`src/rtl/core/jse_pkg.sv`:
```
package jse_pkg;

  // default depth of the queue between classifier and serializer
  localparam int unsigned QUEUE_DEPTH = 4;

  localparam logic [7:0] CTRL_LIMIT = 8'h20;

  localparam logic [7:0] CH_QUOTE = 8'h22;
  localparam logic [7:0] CH_BSLASH = 8'h5C;
  localparam logic [7:0] CH_LF = 8'h0A;
  localparam logic [7:0] CH_CR = 8'h0D;
  localparam logic [7:0] CH_TAB = 8'h09;
  localparam logic [7:0] CH_N = 8'h6E;
  localparam logic [7:0] CH_R = 8'h72;
  localparam logic [7:0] CH_T = 8'h74;
  localparam logic [7:0] CH_U = 8'h75;
  localparam logic [7:0] CH_ZERO = 8'h30;
  localparam logic [7:0] CH_A = 8'h61;

  typedef enum logic [1:0] {
    CMD_BEGIN = 2'd0,
    CMD_DATA  = 2'd1,
    CMD_END   = 2'd2
  } cmd_t;

  // how a queued word expands on the output side
  typedef enum logic [1:0] {
    KIND_PLAIN = 2'd0,  // one byte as is
    KIND_PAIR  = 2'd1,  // backslash then val
    KIND_UNI   = 2'd2   // backslash u 0 0 hex hex of val
  } kind_t;

  typedef struct packed {
    kind_t      kind;
    logic [7:0] val;
  } entry_t;

  typedef struct packed {
    logic   push;
    entry_t entry;
  } push_t;

  function automatic logic [2:0] seq_len(kind_t kind);
    logic [2:0] len;
    case (kind)
      KIND_PAIR: len = 3'd2;
      KIND_UNI:  len = 3'd6;
      default:   len = 3'd1;
    endcase
    return len;
  endfunction

  function automatic logic [7:0] hex_char(logic [3:0] nib);
    logic [7:0] ch;
    if (nib < 4'd10) ch = CH_ZERO + {4'h0, nib};
    else ch = CH_A + {4'h0, nib} - 8'd10;
    return ch;
  endfunction

  function automatic logic [7:0] seq_byte(entry_t e, logic [2:0] step);
    logic [7:0] ch;
    ch = e.val;
    case (e.kind)
      KIND_PAIR: ch = (step == 3'd0) ? CH_BSLASH : e.val;
      KIND_UNI: begin
        case (step)
          3'd0:    ch = CH_BSLASH;
          3'd1:    ch = CH_U;
          3'd2:    ch = CH_ZERO;
          3'd3:    ch = CH_ZERO;
          3'd4:    ch = hex_char(e.val[7:4]);
          default: ch = hex_char(e.val[3:0]);
        endcase
      end
      default: ch = e.val;
    endcase
    return ch;
  endfunction

endpackage

```
`src/rtl/core/json_string_escaper.sv`:
```
// path: accepted word -> queue slot -> serializer work register -> output register
// throughput: one input word per cycle for bytes that pass through unchanged
//   while out_stall is low; a two-char or \u00xx escape holds the serializer,
//   which emits one byte per cycle when not stalled; the queue absorbs short bursts
// reset: synchronous active-low rst_n empties the queue, the serializer and
//   the output register; no clearing pass, ready right after reset
module json_string_escaper import jse_pkg::*; #(
  parameter int unsigned QDEPTH = QUEUE_DEPTH
) (
  input  logic       clk,
  input  logic       rst_n,
  // input channel: one command word per handshake
  input  logic       in_valid,
  output logic       in_stall,
  input  logic [1:0] in_cmd,
  input  logic [7:0] in_data_byte,
  // output channel: one escaped text byte per word
  output logic       out_valid,
  input  logic       out_stall,
  output logic [7:0] out_byte,
  output logic       out_run_last
);

  push_t  cls_req;   // classified word from the front
  push_t  q_wr;      // gated by the input handshake
  entry_t q_head;
  logic   q_full;
  logic   q_valid;
  logic   q_pop;

  // front: decode command and byte into an escape kind
  jse_classify u_classify (
    .in_cmd       (in_cmd),
    .in_data_byte (in_data_byte),
    .req          (cls_req)
  );

  // stall only on a full queue, never on in_valid
  assign in_stall = q_full;

  // unused command words are accepted and dropped here
  always_comb begin
    q_wr = cls_req;
    q_wr.push = cls_req.push && in_valid;
  end

  // queue decouples input acceptance from output expansion
  jse_queue #(
    .DEPTH (QDEPTH)
  ) u_queue (
    .clk      (clk),
    .rst_n    (rst_n),
    .wr       (q_wr),
    .full     (q_full),
    .rd_valid (q_valid),
    .rd_entry (q_head),
    .rd_pop   (q_pop)
  );

  // back: expand each word into its byte sequence, registered output
  jse_serializer u_serializer (
    .clk          (clk),
    .rst_n        (rst_n),
    .q_valid      (q_valid),
    .q_entry      (q_head),
    .q_pop        (q_pop),
    .out_valid    (out_valid),
    .out_stall    (out_stall),
    .out_byte     (out_byte),
    .out_run_last (out_run_last)
  );

endmodule

```
`src/rtl/core/jse_classify.sv`:
```
module jse_classify import jse_pkg::*; (
  input  logic [1:0] in_cmd,
  input  logic [7:0] in_data_byte,
  output push_t      req
);

  always_comb begin
    req.push = 1'b0;
    req.entry.kind = KIND_PLAIN;
    req.entry.val = in_data_byte;
    unique case (cmd_t'(in_cmd))
      CMD_BEGIN, CMD_END: begin
        req.push = 1'b1;
        req.entry.val = CH_QUOTE;
      end
      CMD_DATA: begin
        req.push = 1'b1;
        case (in_data_byte) inside
          CH_QUOTE, CH_BSLASH: req.entry.kind = KIND_PAIR;
          CH_LF: begin
            req.entry.kind = KIND_PAIR;
            req.entry.val = CH_N;
          end
          CH_CR: begin
            req.entry.kind = KIND_PAIR;
            req.entry.val = CH_R;
          end
          CH_TAB: begin
            req.entry.kind = KIND_PAIR;
            req.entry.val = CH_T;
          end
          default: begin
            if (in_data_byte < CTRL_LIMIT) req.entry.kind = KIND_UNI;
          end
        endcase
      end
      default: req.push = 1'b0;  // unused command, no output
    endcase
  end

endmodule

```
`src/rtl/core/jse_queue.sv`:
```
module jse_queue import jse_pkg::*; #(
  parameter int unsigned DEPTH = QUEUE_DEPTH
) (
  input  logic   clk,
  input  logic   rst_n,
  input  push_t  wr,
  output logic   full,
  output logic   rd_valid,
  output entry_t rd_entry,
  input  logic   rd_pop
);

  localparam int unsigned PW = (DEPTH > 1) ? $clog2(DEPTH) : 1;
  localparam int unsigned CW = $clog2(DEPTH + 1);
  localparam logic [CW-1:0] DEPTH_C = CW'(DEPTH);
  localparam logic [PW-1:0] LAST_C = PW'(DEPTH - 1);

  entry_t        slot_r [DEPTH];
  logic [PW-1:0] wptr_r, wptr_nxt;
  logic [PW-1:0] rptr_r, rptr_nxt;
  logic [CW-1:0] cnt_r, cnt_nxt;
  logic          do_push, do_pop;

  assign full = (cnt_r == DEPTH_C);
  assign rd_valid = (cnt_r != '0);
  assign rd_entry = slot_r[rptr_r];
  assign do_push = wr.push && !full;
  assign do_pop = rd_pop && rd_valid;

  always_comb begin
    wptr_nxt = wptr_r;
    rptr_nxt = rptr_r;
    cnt_nxt = cnt_r;
    if (do_push) wptr_nxt = (wptr_r == LAST_C) ? '0 : wptr_r + 1'b1;
    if (do_pop) rptr_nxt = (rptr_r == LAST_C) ? '0 : rptr_r + 1'b1;
    if (do_push && !do_pop) cnt_nxt = cnt_r + 1'b1;
    else if (do_pop && !do_push) cnt_nxt = cnt_r - 1'b1;
  end

  always_ff @(posedge clk) begin
    if (!rst_n) begin
      wptr_r <= '0;
      rptr_r <= '0;
      cnt_r <= '0;
    end else begin
      wptr_r <= wptr_nxt;
      rptr_r <= rptr_nxt;
      cnt_r <= cnt_nxt;
    end
  end

  always_ff @(posedge clk) begin
    if (do_push) slot_r[wptr_r] <= wr.entry;
  end

  a_cnt_bound: assert property (@(posedge clk) disable iff (!rst_n)
    cnt_r <= DEPTH_C) else $error("queue count overflow");

  a_pop_nonempty: assert property (@(posedge clk) disable iff (!rst_n)
    do_pop |=> (cnt_r == $past(cnt_r) - 1'b1) || $past(do_push))
    else $error("queue count lost a pop");

  a_push_count: assert property (@(posedge clk) disable iff (!rst_n)
    (do_push && !do_pop) |=> cnt_r == $past(cnt_r) + 1'b1)
    else $error("queue count lost a push");

endmodule

```
`src/rtl/core/jse_serializer.sv`:
```
module jse_serializer import jse_pkg::*; (
  input  logic       clk,
  input  logic       rst_n,
  input  logic       q_valid,
  input  entry_t     q_entry,
  output logic       q_pop,
  output logic       out_valid,
  input  logic       out_stall,
  output logic [7:0] out_byte,
  output logic       out_run_last
);

  entry_t     work_r, work_nxt;
  logic       work_valid_r, work_valid_nxt;
  logic [2:0] step_r, step_nxt;
  logic       ov_r, ov_nxt;
  logic [7:0] ob_r, ob_nxt;
  logic       ol_r, ol_nxt;
  logic       advance, last;
  logic [7:0] cur_byte;

  assign cur_byte = seq_byte(work_r, step_r);
  assign last = (step_r == seq_len(work_r.kind) - 3'd1);
  assign advance = work_valid_r && (!ov_r || !out_stall);
  assign q_pop = q_valid && (!work_valid_r || (advance && last));

  always_comb begin
    work_nxt = work_r;
    work_valid_nxt = work_valid_r;
    step_nxt = step_r;
    ov_nxt = ov_r;
    ob_nxt = ob_r;
    ol_nxt = ol_r;
    if (!out_stall) ov_nxt = 1'b0;
    if (advance) begin
      ov_nxt = 1'b1;
      ob_nxt = cur_byte;
      ol_nxt = last;
      if (last) work_valid_nxt = 1'b0;
      else step_nxt = step_r + 3'd1;
    end
    if (q_pop) begin
      work_nxt = q_entry;
      work_valid_nxt = 1'b1;
      step_nxt = 3'd0;
    end
  end

  always_ff @(posedge clk) begin
    if (!rst_n) begin
      work_valid_r <= 1'b0;
      ov_r <= 1'b0;
      step_r <= 3'd0;
    end else begin
      work_valid_r <= work_valid_nxt;
      ov_r <= ov_nxt;
      step_r <= step_nxt;
    end
  end

  always_ff @(posedge clk) begin
    work_r <= work_nxt;
    ob_r <= ob_nxt;
    ol_r <= ol_nxt;
  end

  assign out_valid = ov_r;
  assign out_byte = ob_r;
  assign out_run_last = ol_r;

  a_step_bound: assert property (@(posedge clk) disable iff (!rst_n)
    work_valid_r |-> step_r < seq_len(work_r.kind))
    else $error("escape step past end of sequence");

  a_stall_freeze: assert property (@(posedge clk) disable iff (!rst_n)
    (ov_r && out_stall && work_valid_r) |=> $stable(step_r) && work_valid_r)
    else $error("sequence advanced under output stall");

  a_new_word: assert property (@(posedge clk) disable iff (!rst_n)
    q_pop |=> work_valid_r && step_r == 3'd0)
    else $error("popped word not loaded at first step");

endmodule

```
`config.mk`:
```
export PLATFORM = sky130hd
export DESIGN_NAME = json_string_escaper
export DESIGN_NICKNAME = d
export VERILOG_FILES = /design/src/rtl/core/jse_pkg.sv /design/src/rtl/core/json_string_escaper.sv /design/src/rtl/core/jse_classify.sv /design/src/rtl/core/jse_queue.sv /design/src/rtl/core/jse_serializer.sv
export SDC_FILE = /design/constraint.sdc
export NUM_CORES = 1
export LEC_CHECK = 0
export ABC_CLOCK_PERIOD_IN_PS = 5070
export BUFFER_PORTS_ARGS = -buffer_cell sky130_fd_sc_hd__buf_2
export CAP_MARGIN = 20
export CORE_MARGIN = 1.5
export CORE_UTILIZATION = 45
export CTS_CLUSTER_SIZE = 25
export DETAILED_ROUTE_END_ITERATION = 8
export SKIP_CTS_REPAIR_TIMING = 1
export SLEW_MARGIN = 20
export SYNTH_ARGS = -nofsm -noshare
export SYNTH_HDL_FRONTEND = slang
export SYNTH_SLANG_ARGS = --single-unit
```
`constraint.sdc`:
```
create_clock -name clk -period 5.07 [get_ports clk]
set_clock_uncertainty 0.1 [all_clocks]
set_input_delay 1.014 -clock clk [delete_from_list [all_inputs] [get_ports clk]]
set_output_delay 1.014 -clock clk [all_outputs]
set_load 0.01 [all_outputs]
```
==> metrics.txt <==
post-synth net total 288; die footprint 8190 sq um; number of fillers in the final layout 619; Final period util 0.598; Starting Density 0.470; Final nets 316; worst hold path class reg -> reg; Max-Cap Viols 0; Crit Path Category in -> reg; number of flops mapped to enable cells by yosys 59; vias in the first global route 2095; RR Endpoint u_queue.cnt_r[2]$_SDFFE_PN0P_; Seq/Total Area, Yosys 0.584; crit-path max cell delay 0.67 ns; Die Width 90.5 um; critical path cell sequence buf_2, a211oi_1, ha_1, inv_1, fa_1, xor2_1, or3_1, a21oi_1; largest net degree at the start of global routing 14; Worst R2R Path Depth 11; Leakage 1.39 nW; CP startpoint in_cmd[0]; Slew HR 0.458; CP Launch Type input pin; Final Routed Wirelength 5740 um; share of cells above drive strength 1 0.192; RSZ-0062 raised after global routing false; final setup fails 0; first-pass GRT wire length 9910 um; worst-case clock buffer depth 2; via count 2126; post-synth cell types 57; FP Rows 31; Synth Cell Area 3450 sq um; Commonest cells post-synth edfxtp_1 (59), inv_1 (17), nor2_1 (16), ha_1 (15), dfxtp_1 (12); Max stage delay cell, worst path a211oi_1; Ant. Diodes 0; Placement Setup Slack 1.63 ns; CP arrival 3.21 ns; setup TNS 0 ns; GRT Util Overall 0.158; Yosys top cell area share 0.514; final worst slack 2.04 ns; Critical R2R Launch u_serializer.work_r[8]$_DFFE_PP_; worst setup path endpoint u_queue.cnt_r[2]$_SDFFE_PN0P_; Worst Setup End Kind flop; Pwr Density 542 nW/um^2; Ys Warns 0; DRT iter0 DRCs 127; #FFs+latches synth 71; Final ANT Viol Nets 0; r2r setup slk 2.12 ns; HPWL Detailed 4160 um; outcome completed; final hold viol count 0; Post-synth ARST share 0; initial antenna violation count 0; Num CTS Buffers 9; CTS sink count 71; Max Freq 0.330 GHz; core area 7330 sq um; Mapped Cells 258; drt pass-1 iters 4; Synth Area per Inst 13.4 sq um; worst skew pair latency 0.34 ns; Synth area leader edfxtp_1; Worst VDD drop 0.179 mV; vias per cell 5.45; Least-Margin Pin Slew 0.808 ns; IO buf count 24; CTS HTree Levels 3; DR WL/cell 14.7 um; clk root buf clkbuf_8; Layout area overhead 10.9%; I/O Pins 25; Tmin final 3.03 ns; most common cell in the netlist edfxtp_1; CTS tree yes; max-slew violations 0; CP max FO 10; Clock Pin Slew Worst Setup and Hold Paths 0.08 ns; drt drc 0; total grt overflow 0; top_reg_cell synth edfxtp_1; Critical Path RT 5.25 ns; Placer Congestion 0.873; Die Ht 90.5 um; Area contributors post-synth edfxtp_1 (51%), dfxtp_1 (7.0%), mux4_2 (6.5%)
-- sequential cells by signal, summed over array words and instances (netlist names), 2 cells and up --
register / count
u_queue.wptr_r: 2
u_queue.rptr_r: 2
u_serializer.step_r: 3
u_serializer.work_r: 10
u_queue.slot_r: 40
u_queue.cnt_r: 3
u_serializer.out_byte: 8
-- per-layer routing --
metal  global-route usage  part of all wire
met3               0.0480             0.042
met2                0.268              0.50
met1                0.184              0.44
met4               0.0661             0.016
met5                    0                 0
-- final cells by class --
class,count,area [sq um],area share
clock inverters,6,46.3,0.0121
repair buffers,25,128,0.0334
multi-input cells,162,1320,0.345
well taps,99,124,0.0324
flip-flops and latches,71,2010,0.527
clock buffers,10,128,0.0334
inverters,17,63.8,0.0167
-- worst max-delay path: cells and delay by family --
family / cells / cell delay, ns
XOR/XNOR: 1 / 0.16
adder cells (fa/ha/maj): 2 / 0.69
AND/OR/NAND/NOR: 1 / 0.31
buffers and inverters: 2 / 0.22
AO/OA/AOI/OAI: 2 / 0.81
-- worst min path at each step --
| stage | from | to | slack, ns | depth (start not counted) |
|---|---|---|---|---|
| floorplan | u_queue.cnt_r[2]$_SDFFE_PN0P_ | u_queue.cnt_r[2]$_SDFFE_PN0P_ | 0.37 | 2 |
| global placement | u_queue.cnt_r[2]$_SDFFE_PN0P_ | u_queue.cnt_r[2]$_SDFFE_PN0P_ | 0.40 | 2 |
| detailed placement | u_serializer.work_valid_r$_SDFFE_PN0P_ | u_serializer.out_valid$_SDFFE_PN0P_ | 0.41 | 1 |
| CTS | u_serializer.work_valid_r$_SDFFE_PN0P_ | u_serializer.out_valid$_SDFFE_PN0P_ | 0.43 | 1 |
| global route | u_serializer.work_valid_r$_SDFFE_PN0P_ | u_serializer.out_valid$_SDFFE_PN0P_ | 0.45 | 1 |
| finish | u_serializer.work_valid_r$_SDFFE_PN0P_ | u_serializer.out_valid$_SDFFE_PN0P_ | 0.42 | 1 |
-- stage by stage --
step | utilization | instances | area, sq um | hold WS (ns) | total power, mW
after floorplan | - | 258 | 3450 | 0.374 | 1.50
after global placement | 0.497 | 374 | 3650 | 0.401 | 1.68
after detailed placement | 0.497 | 374 | 3650 | 0.408 | 1.70
after CTS | 0.521 | 390 | 3820 | 0.426 | 2.09
after global routing | 0.521 | 390 | 3820 | 0.455 | 2.23
final | 0.521 | 390 | 3820 | 0.421 | 2.07
-- placed cells by master (no fill, tap or decap), types with 3 or more instances in the layout --
| cell type | instances |
|---|---|
| xor2_1 | 3 |
| o31ai_1 | 4 |
| mux4_2 | 10 |
| a21oi_1 | 8 |
| o21ai_0 | 11 |
| o21a_1 | 5 |
| nor2_1 | 16 |
| o22ai_1 | 5 |
| nor2b_1 | 7 |
| inv_1 | 17 |
| nand3_1 | 6 |
| mux2i_1 | 7 |
| buf_2 | 24 |
| nand2b_1 | 3 |
| or4_1 | 3 |
| nand2_1 | 11 |
| dfxtp_1 | 12 |
| edfxtp_1 | 59 |
| clkbuf_8 | 9 |
| and2_1 | 7 |
| nor3_1 | 4 |
| ha_1 | 15 |
-- where the power goes --
| part | internal, mW | switching, mW |
|---|---|---|
| registers | 0.822 | 0.113 |
| clock network | 0.180 | 0.213 |
| logic | 0.328 | 0.414 |
-- cells by family after synthesis --
| family | synth area share |
|---|---|
| xor gates and xnor gates | 0.0149 |
| DFF | 0.584 |
| buffers and inverters | 0.0334 |
| AOI/OAI and AO/OA | 0.108 |
| muxes | 0.0890 |
| adders and majority gates | 0.0603 |
| and+or+nand+nor | 0.111 |
Note: power is estimated with default switching activity, not from simulation.
